## src/design/ilt_pkg.sv

```systemverilog
// ilt_pkg: shared constants and types for the integer list tokenizer
// no dependencies; compile first

package ilt_pkg;

  // default width of the signed result number
  localparam int unsigned VALUE_BITS_DEF = 32;

  // character codes the parser reacts to
  localparam logic [7:0] CH_ZERO  = 8'h30;
  localparam logic [7:0] CH_NINE  = 8'h39;
  localparam logic [7:0] CH_PLUS  = 8'h2B;
  localparam logic [7:0] CH_MINUS = 8'h2D;
  localparam logic [7:0] CH_SEMI  = 8'h3B;

  // multiplier of the decimal accumulate
  localparam int unsigned RADIX = 10;

  // parse phase of the current number
  typedef enum logic [1:0] {
    PH_IDLE,
    PH_SIGN,
    PH_DIGITS
  } phase_e;

endpackage

```

## src/design/ilt_if.sv

```systemverilog
// ilt_if: valid/ready channel interfaces of the integer list tokenizer
// ilt_char_if carries text bytes, ilt_res_if carries parse results; no dependencies

interface ilt_char_if;
  logic       valid;
  logic       ready;
  logic [7:0] char_code;
  logic       is_last;

  modport source (output valid, output char_code, output is_last, input ready);
  modport sink   (input valid, input char_code, input is_last, output ready);
endinterface

interface ilt_res_if #(
  parameter int unsigned VALUE_BITS = 32
);
  logic                         valid;
  logic                         ready;
  logic                         value_valid;
  logic signed [VALUE_BITS-1:0] number;
  logic                         row_end;
  logic                         list_end;

  modport source (output valid, output value_valid, output number, output row_end,
                  output list_end, input ready);
  modport sink   (input valid, input value_valid, input number, input row_end,
                  input list_end, output ready);
endinterface

```

## src/design/integer_list_tokenizer.sv

```systemverilog
// integer_list_tokenizer: byte-serial signed decimal integer list parser
// depends on ilt_pkg (constants, phase_e) and ilt_if (channel interfaces)
//
// The block takes one text byte per clock cycle and returns signed decimal
// integers; whitespace, commas and other junk give nothing, a sign counts
// only when a digit follows, an out-of-range value is returned as 0.
// Setting matrix_mode makes ';' close a row. The byte with is_last always
// produces one result with list_end set. A byte is registered in the input
// register on acceptance and fully parsed from there (multiply-by-ten
// accumulate and phase update) once the result register can take its
// result, which is then loaded into the result register. Sustained
// throughput is one byte per cycle; it is limited by the single result
// register only while the result sink stalls.

module integer_list_tokenizer
  import ilt_pkg::*;
#(
  parameter int unsigned VALUE_BITS = VALUE_BITS_DEF
) (
  input  logic       clk_i,
  input  logic       rst_ni,
  input  logic       cfg_we_i,
  input  logic       cfg_wdata_i,
  ilt_char_if.sink   char_i,
  ilt_res_if.source  res_o
);

  localparam int unsigned ACC_BITS = VALUE_BITS + 4;
  localparam logic [ACC_BITS-1:0] HALF = ACC_BITS'(1) << (VALUE_BITS - 1);
  localparam logic [ACC_BITS-1:0] LIM_POS = HALF - ACC_BITS'(1);

  // configuration
  logic matrix_q;

  always_ff @(posedge clk_i or negedge rst_ni) begin
    if (!rst_ni) begin
      matrix_q <= 1'b0;
    end else if (cfg_we_i) begin
      matrix_q <= cfg_wdata_i;
    end
  end

  // input register
  logic       in_vld_q;
  logic [7:0] in_char_q;
  logic       in_last_q;
  logic       step;
  logic       in_take;

  assign char_i.ready = !in_vld_q || step;
  assign in_take      = char_i.valid && char_i.ready;

  always_ff @(posedge clk_i or negedge rst_ni) begin
    if (!rst_ni) begin
      in_vld_q <= 1'b0;
    end else if (in_take) begin
      in_vld_q <= 1'b1;
    end else if (step) begin
      in_vld_q <= 1'b0;
    end
  end

  always_ff @(posedge clk_i) begin
    if (in_take) begin
      in_char_q <= char_i.char_code;
      in_last_q <= char_i.is_last;
    end
  end

  // parse state
  phase_e                phase_q, phase_d;
  logic                  neg_q, neg_d;
  logic [VALUE_BITS-1:0] mag_q, mag_d;
  logic                  oor_q, oor_d;

  // byte classification
  logic       is_digit;
  logic       is_sign;
  logic [3:0] digit;

  assign is_digit = (in_char_q >= CH_ZERO) && (in_char_q <= CH_NINE);
  assign is_sign  = (in_char_q == CH_PLUS) || (in_char_q == CH_MINUS);
  assign digit    = in_char_q[3:0];

  // next phase
  always_comb begin
    phase_d = phase_q;
    if (in_last_q) begin
      phase_d = PH_IDLE;
    end else if (is_digit) begin
      phase_d = PH_DIGITS;
    end else if (is_sign) begin
      phase_d = PH_SIGN;
    end else begin
      phase_d = PH_IDLE;
    end
  end

  // decimal accumulate with range check
  logic                  acc_neg;
  logic [VALUE_BITS-1:0] acc_base;
  logic                  acc_oor_base;
  logic [ACC_BITS-1:0]   acc_lim;
  logic [ACC_BITS-1:0]   acc_sum;
  logic                  acc_over;
  logic [VALUE_BITS-1:0] acc_mag;
  logic                  acc_oor;

  always_comb begin
    acc_neg      = (phase_q == PH_IDLE) ? 1'b0 : neg_q;
    acc_base     = (phase_q == PH_DIGITS) ? mag_q : '0;
    acc_oor_base = (phase_q == PH_DIGITS) ? oor_q : 1'b0;
    acc_lim      = acc_neg ? HALF : LIM_POS;
    acc_sum      = (ACC_BITS'(acc_base) << 3) + (ACC_BITS'(acc_base) << 1)
                 + ACC_BITS'(digit);
    acc_over     = acc_sum > acc_lim;
    acc_oor      = acc_oor_base || acc_over;
    acc_mag      = acc_oor ? acc_base : acc_sum[VALUE_BITS-1:0];
  end

  // next number state
  always_comb begin
    neg_d = neg_q;
    mag_d = mag_q;
    oor_d = oor_q;
    if (in_last_q) begin
      neg_d = 1'b0;
      mag_d = '0;
      oor_d = 1'b0;
    end else if (is_digit) begin
      neg_d = acc_neg;
      mag_d = acc_mag;
      oor_d = acc_oor;
    end else begin
      neg_d = is_sign && (in_char_q == CH_MINUS);
      mag_d = '0;
      oor_d = 1'b0;
    end
  end

  // result of this byte
  logic                  emit_old;
  logic                  emit_new;
  logic                  fin_neg;
  logic [VALUE_BITS-1:0] fin_mag;
  logic                  fin_oor;
  logic                  r_value_valid;
  logic [VALUE_BITS-1:0] r_number;
  logic                  r_row_end;
  logic                  r_present;

  always_comb begin
    emit_old      = !is_digit && (phase_q == PH_DIGITS);
    emit_new      = is_digit && in_last_q;
    fin_neg       = emit_new ? acc_neg : neg_q;
    fin_mag       = emit_new ? acc_mag : mag_q;
    fin_oor       = emit_new ? acc_oor : oor_q;
    r_value_valid = emit_old || emit_new;
    if (!r_value_valid || fin_oor) begin
      r_number = '0;
    end else begin
      r_number = fin_neg ? (~fin_mag + VALUE_BITS'(1)) : fin_mag;
    end
    r_row_end = matrix_q && ((in_char_q == CH_SEMI) || in_last_q);
    r_present = r_value_valid || r_row_end || in_last_q;
  end

  // one byte is parsed when the result register can take its result
  assign step = in_vld_q && (!r_present || !res_o.valid || res_o.ready);

  always_ff @(posedge clk_i or negedge rst_ni) begin
    if (!rst_ni) begin
      phase_q <= PH_IDLE;
      neg_q   <= 1'b0;
      mag_q   <= '0;
      oor_q   <= 1'b0;
    end else if (step) begin
      phase_q <= phase_d;
      neg_q   <= neg_d;
      mag_q   <= mag_d;
      oor_q   <= oor_d;
    end
  end

  // result register
  logic                  res_vld_q;
  logic                  res_value_valid_q;
  logic [VALUE_BITS-1:0] res_number_q;
  logic                  res_row_end_q;
  logic                  res_list_end_q;
  logic                  res_load;

  assign res_load = step && r_present;

  always_ff @(posedge clk_i or negedge rst_ni) begin
    if (!rst_ni) begin
      res_vld_q <= 1'b0;
    end else if (res_load) begin
      res_vld_q <= 1'b1;
    end else if (res_o.ready) begin
      res_vld_q <= 1'b0;
    end
  end

  always_ff @(posedge clk_i) begin
    if (res_load) begin
      res_value_valid_q <= r_value_valid;
      res_number_q      <= r_number;
      res_row_end_q     <= r_row_end;
      res_list_end_q    <= in_last_q;
    end
  end

  assign res_o.valid       = res_vld_q;
  assign res_o.value_valid = res_value_valid_q;
  assign res_o.number      = res_number_q;
  assign res_o.row_end     = res_row_end_q;
  assign res_o.list_end    = res_list_end_q;

  // checks
  a_no_value_zero: assert property (@(posedge clk_i) disable iff (!rst_ni)
    res_vld_q && !res_value_valid_q |-> res_number_q == '0)
    else $error("result without value carries a nonzero number");

  a_last_clears: assert property (@(posedge clk_i) disable iff (!rst_ni)
    step && in_last_q |=> phase_q == PH_IDLE && !oor_q && mag_q == '0)
    else $error("parse state not cleared after final byte");

  a_mag_in_range: assert property (@(posedge clk_i) disable iff (!rst_ni)
    phase_q == PH_DIGITS |-> ACC_BITS'(mag_q) <= HALF)
    else $error("accumulated magnitude beyond signed range");

  a_held_result: assert property (@(posedge clk_i) disable iff (!rst_ni)
    res_vld_q && !res_o.ready |=> res_vld_q)
    else $error("pending result dropped while stalled");

endmodule

```

## src/flat_wrapper.sv

```systemverilog
// flat-port wrapper written by rule: the top's interface ports become plain ports
module integer_list_tokenizer_flat import ilt_pkg::*;
#(
  parameter int unsigned VALUE_BITS = VALUE_BITS_DEF
)
  (clk_i, rst_ni, cfg_we_i, cfg_wdata_i, char_i_valid, char_i_char_code, char_i_is_last, char_i_ready, res_o_valid, res_o_value_valid, res_o_number, res_o_row_end, res_o_list_end, res_o_ready);
  ilt_char_if char_i_i ();
  ilt_res_if #(.VALUE_BITS(VALUE_BITS)) res_o_i ();
  input  logic clk_i;
  input  logic rst_ni;
  input  logic cfg_we_i;
  input  logic cfg_wdata_i;
  input wire logic [$bits(char_i_i.valid)-1:0] char_i_valid;
  input wire logic [$bits(char_i_i.char_code)-1:0] char_i_char_code;
  input wire logic [$bits(char_i_i.is_last)-1:0] char_i_is_last;
  output wire logic [$bits(char_i_i.ready)-1:0] char_i_ready;
  output wire logic [$bits(res_o_i.valid)-1:0] res_o_valid;
  output wire logic [$bits(res_o_i.value_valid)-1:0] res_o_value_valid;
  output wire logic [$bits(res_o_i.number)-1:0] res_o_number;
  output wire logic [$bits(res_o_i.row_end)-1:0] res_o_row_end;
  output wire logic [$bits(res_o_i.list_end)-1:0] res_o_list_end;
  input wire logic [$bits(res_o_i.ready)-1:0] res_o_ready;
  assign char_i_i.valid = char_i_valid;
  assign char_i_i.char_code = char_i_char_code;
  assign char_i_i.is_last = char_i_is_last;
  assign char_i_ready = char_i_i.ready;
  assign res_o_valid = res_o_i.valid;
  assign res_o_value_valid = res_o_i.value_valid;
  assign res_o_number = res_o_i.number;
  assign res_o_row_end = res_o_i.row_end;
  assign res_o_list_end = res_o_i.list_end;
  assign res_o_i.ready = res_o_ready;
  integer_list_tokenizer #(.VALUE_BITS(VALUE_BITS)) u_core (.clk_i(clk_i), .rst_ni(rst_ni), .cfg_we_i(cfg_we_i), .cfg_wdata_i(cfg_wdata_i), .char_i(char_i_i), .res_o(res_o_i));
endmodule
```

## config.mk

```make
export PLATFORM = sky130hd
export DESIGN_NAME = integer_list_tokenizer_flat
export DESIGN_NICKNAME = d
export VERILOG_FILES = /design/src/design/ilt_pkg.sv /design/src/design/ilt_if.sv /design/src/design/integer_list_tokenizer.sv /design/src/flat_wrapper.sv
export SDC_FILE = /design/constraint.sdc
export NUM_CORES = 1
export LEC_CHECK = 0
export BUFFER_PORTS_ARGS = -buffer_cell sky130_fd_sc_hd__clkbuf_2
export CAP_MARGIN = 20
export CORE_ASPECT_RATIO = 1.2
export CORE_UTILIZATION = 63
export CTS_CLUSTER_SIZE = 16
export DETAILED_ROUTE_END_ITERATION = 7
export PLACE_DENSITY_LB_ADDON = 0.12
export REMOVE_ABC_BUFFERS = 1
export SYNTH_ARGS = -nofsm -noshare
export SYNTH_HDL_FRONTEND = slang
export SYNTH_SLANG_ARGS = --single-unit
```

## constraint.sdc

```tcl
create_clock -name clk_i -period 9.9 [get_ports clk_i]
set_input_delay 1.485 -clock clk_i [delete_from_list [all_inputs] [get_ports clk_i]]
set_output_delay 1.485 -clock clk_i [all_outputs]
set_load 0.1 [all_outputs]
```

==> flow_summary.ini <==
[cts]
cts_max_level = 3
clk_pin_slew_ns = 0.07
cts_max_path_buffers = 2
cts_hold_buf = 0
cts_tree = done
worstSkewPairLatency_ns = 0.35
postCtsSetupRepairBufs = 0
clock-root-buffer = clkbuf_16
cts_buffers = 9
ctsResizeCount = 0
cts_sinks = 83

[logic_synthesis]
synth_top_cell_area_share_pct = 16.66
synth_flop_cell = edfxtp_1
ys_seq_area_share_pct = 28.96
ys_warn_count = 0
yosys.area.top_type = edfxtp_1
synth-seq-cells = 83
synth-edff-count = 44
synth_area_leaders = edfxtp_1 17%, ha_1 15%, dfrtp_1 12%
syn-cell-area_sq_um = 7931
synth.distinct_cells = 81
synth_cells = 876
avgSynthCellArea_sq_um = 9.054
synth-async-reset-ratio_pct = 46.99

[cells_and_area]
fin_area_sq_um = 8636
fillers = 968
nets = 1024
syn2layout_area_growth_pct = 8.881
mostFrequentLayoutCell = ha_1
drive_gt1_share_pct = 13.32
final_cell_count_no_fill = 1077
layout_common_cells = 96 x ha_1, 72 x nand2_1, 58 x a21oi_1, 53 x nor2_1, 51 x clkbuf_2
diodes = 0

[global_routing]
grt_util_all_layers_pct = 34.63
grt-ovfl-total = 0
grt_pass1_vias = 7004
antenna_found_initial = 0
grt_max_degree = 40
grt_pass1_wl_um = 36050

[setup_path]
worstSetupPathType = flop to flop
reg2reg_depth = 28
path_max_fanout = 10
cp-start-kind = flop
cp.arrival_ns = 9.03
setup.worst_path.end_class = flop
r2r-end = u_core.res_o.number[24]
max_stage_delay_ns = 0.84
slowest_stage = o41ai_1
r2r_setup_slack_ns = 0.95
cp.required_ns = 9.98
cp-startpoint = u_core.phase_q[0]
setup.worst_path.end = u_core.res_o.number[24]
reg2reg_from = u_core.phase_q[0]

[pwr]
power_frac_seq_pct = 45.8
vdd_ir_drop_max_mv = 0.1207
powerDensity_nw_per_um2 = 98.02
p_sw_share_pct = 32.03
leakage_nw = 3.944
pwr-share-comb_pct = 16.5
clkPwrFrac_pct = 37.7
p_int_mw = 0.5753
p_sw_mw = 0.2712

[timing]
tightest_slew_ns = 1.076
hold_viol = 0
min_period_ns = 8.951
layout_setup_ws_ns = 0.9490
max_freq_mhz = 111.7
slew_headroom_pct = 28.23
setup_viol = 0
finalCritPeriodShare_pct = 90.41
tns_ns = 0
skew_ns = 0.01242
slew_viol_final = 0
rsz0062_at_grt = false

[placement]
dpl.cell_count = 1059
dp_slack_ns = 1.258
gp_congestion = 0.9692
dp_hpwl_um = 17240
dpl_cell_area_sq_um = 8304
io_buffer_count = 51

[floorplan]
start_util_pct = 65.19
io_pins = 52
coreArea_sq_um = 12170
dieArea_sq_um = 13040
rows = 44
die_w_um = 104.4
die_h_um = 124.9

[route]
drt_wl_total_um = 22520
drt_pass1_iterations = 6
post_drt_wl_per_cell_um = 20.91
drt.antenna.violating_nets = 0
via_per_inst = 6.981
route.detailed.drc = 0
drt_iter0_markers = 878
vias = 7518

[job]
drv_cap = 0

[worst_hold_path]
min_path_type = flop to flop

[outcome]
outcome = finished clean
## power by group through the flow
stage | combinational (mW) | clock (mW) | sequential [mW]
finish | 0.140 | 0.319 | 0.387
global route | 0.145 | 0.332 | 0.389
CTS | 0.138 | 0.320 | 0.388
detailed placement | 0.138 | 0 | 0.394
global placement | 0.136 | 0 | 0.394
floorplan | 0.0299 | 0 | 0.473
## cell usage after synthesis (4+ instances only)
| library cell | number |
|---|---|
| ha_1 | 96 |
| o21a_1 | 9 |
| clkbuf_1 | 27 |
| o41ai_1 | 6 |
| a22oi_1 | 15 |
| xnor2_1 | 19 |
| a22o_1 | 37 |
| buf_2 | 6 |
| a21oi_2 | 4 |
| a31oi_1 | 16 |
| nand2b_1 | 10 |
| and4_1 | 8 |
| o21ai_0 | 49 |
| or2_2 | 6 |
| o31ai_1 | 8 |
| nor3_1 | 30 |
| or3_1 | 5 |
| nor2b_1 | 6 |
| a211oi_1 | 14 |
| and3_1 | 11 |
| o211ai_1 | 7 |
| a21oi_1 | 59 |
| nand3_1 | 14 |
| a21o_1 | 15 |
| o221a_2 | 4 |
| edfxtp_1 | 44 |
| o21ai_1 | 7 |
| mux2i_1 | 12 |
| xor2_1 | 22 |
| nor4_1 | 5 |
| inv_1 | 17 |
| nor2_1 | 54 |
| nand4_1 | 16 |
| dfrtp_1 | 39 |
| and2_1 | 36 |
| nand2_1 | 72 |
## per-stage QoR
step / utilization [%] / power, mW / hold slack, ns
floorplan: - / 0.5025 / 0.4661
global placement: 68.25 / 0.5291 / 0.4855
detailed placement: 68.25 / 0.5319 / 0.4919
CTS: 70.59 / 0.8454 / 0.5119
global route: 70.98 / 0.8651 / 0.5341
finish: 70.98 / 0.8465 / 0.5117
## worst max-delay path: cells and delay by family (launching register included)
family | cells | cell delay, ns
buf+inv | 2 | 0.36
flops | 1 | 0.41
mux | 1 | 0.17
xor+xnor | 1 | 0.31
compound gates | 14 | 4.09
simple gates | 6 | 1.88
fa+ha+maj | 4 | 1.44
## area by class of cell
| cell class | count | area (sq um) | area share (%) |
|---|---|---|---|
| clock inverter | 7 | 58.81 | 0.6810 |
| tap | 161 | 201.4 | 2.333 |
| clock buffer | 9 | 225.2 | 2.608 |
| sequential | 83 | 2297 | 26.60 |
| multi-input combinational | 735 | 5396 | 62.49 |
| inverter | 17 | 63.81 | 0.7389 |
| timing repair buffer | 65 | 392.9 | 4.549 |
## worst min-delay path by stage
stage                startpoint                to  slack, ns  depth (start not counted)
2_1_floorplan   u_core.mag_q[2]   u_core.mag_q[2]       0.47                          1
3_3_place_gp    u_core.mag_q[6]   u_core.mag_q[6]       0.49                          1
3_5_place_dp   u_core.mag_q[13]  u_core.mag_q[13]       0.49                          1
4_1_cts        u_core.mag_q[13]  u_core.mag_q[13]       0.51                          1
5_1_grt        u_core.mag_q[12]  u_core.mag_q[12]       0.53                          1
6_report       u_core.mag_q[13]  u_core.mag_q[13]       0.51                          1
## registers in the layout, indices dropped and copies added, names as in the netlist
name                      count
u_core.res_o.row_end          1
u_core.res_o.value_valid      1
u_core.in_last_q              1
u_core.phase_q                2
u_core.neg_q                  1
u_core.res_o.valid            1
u_core.in_vld_q               1
u_core.res_o.list_end         1
u_core.mag_q                 32
u_core.matrix_q               1
u_core.res_o.number          32
u_core.oor_q                  1
u_core.in_char_q              8
## per-layer routing
metal / vias to the layer above / part of all wire (%) / global-route usage (%) / wire length [um]
met5: - / 0 / 0 / 0
met1: 3566 / 40 / 45.20 / 9096
met3: 59 / 8.0 / 4.553 / 1792
met2: 443 / 48 / 57.77 / 10880
met4: 0 / 3.3 / 14.29 / 752
li1: 3450 / - / - / -
## cell families after synthesis
| kind of cell | count (synthesis) | share of synthesized area [%] |
|---|---|---|
| DFF | 83 | 28.96 |
| AOI/OAI and AO/OA | 296 | 26.80 |
| buffers and inverters | 58 | 3.171 |
| and+or+nand+nor | 284 | 18.74 |
| xor gates and xnor gates | 42 | 4.733 |
| adders and majority gates | 98 | 15.65 |
| muxes | 15 | 1.940 |
Power figures use the tool's default switching activity.
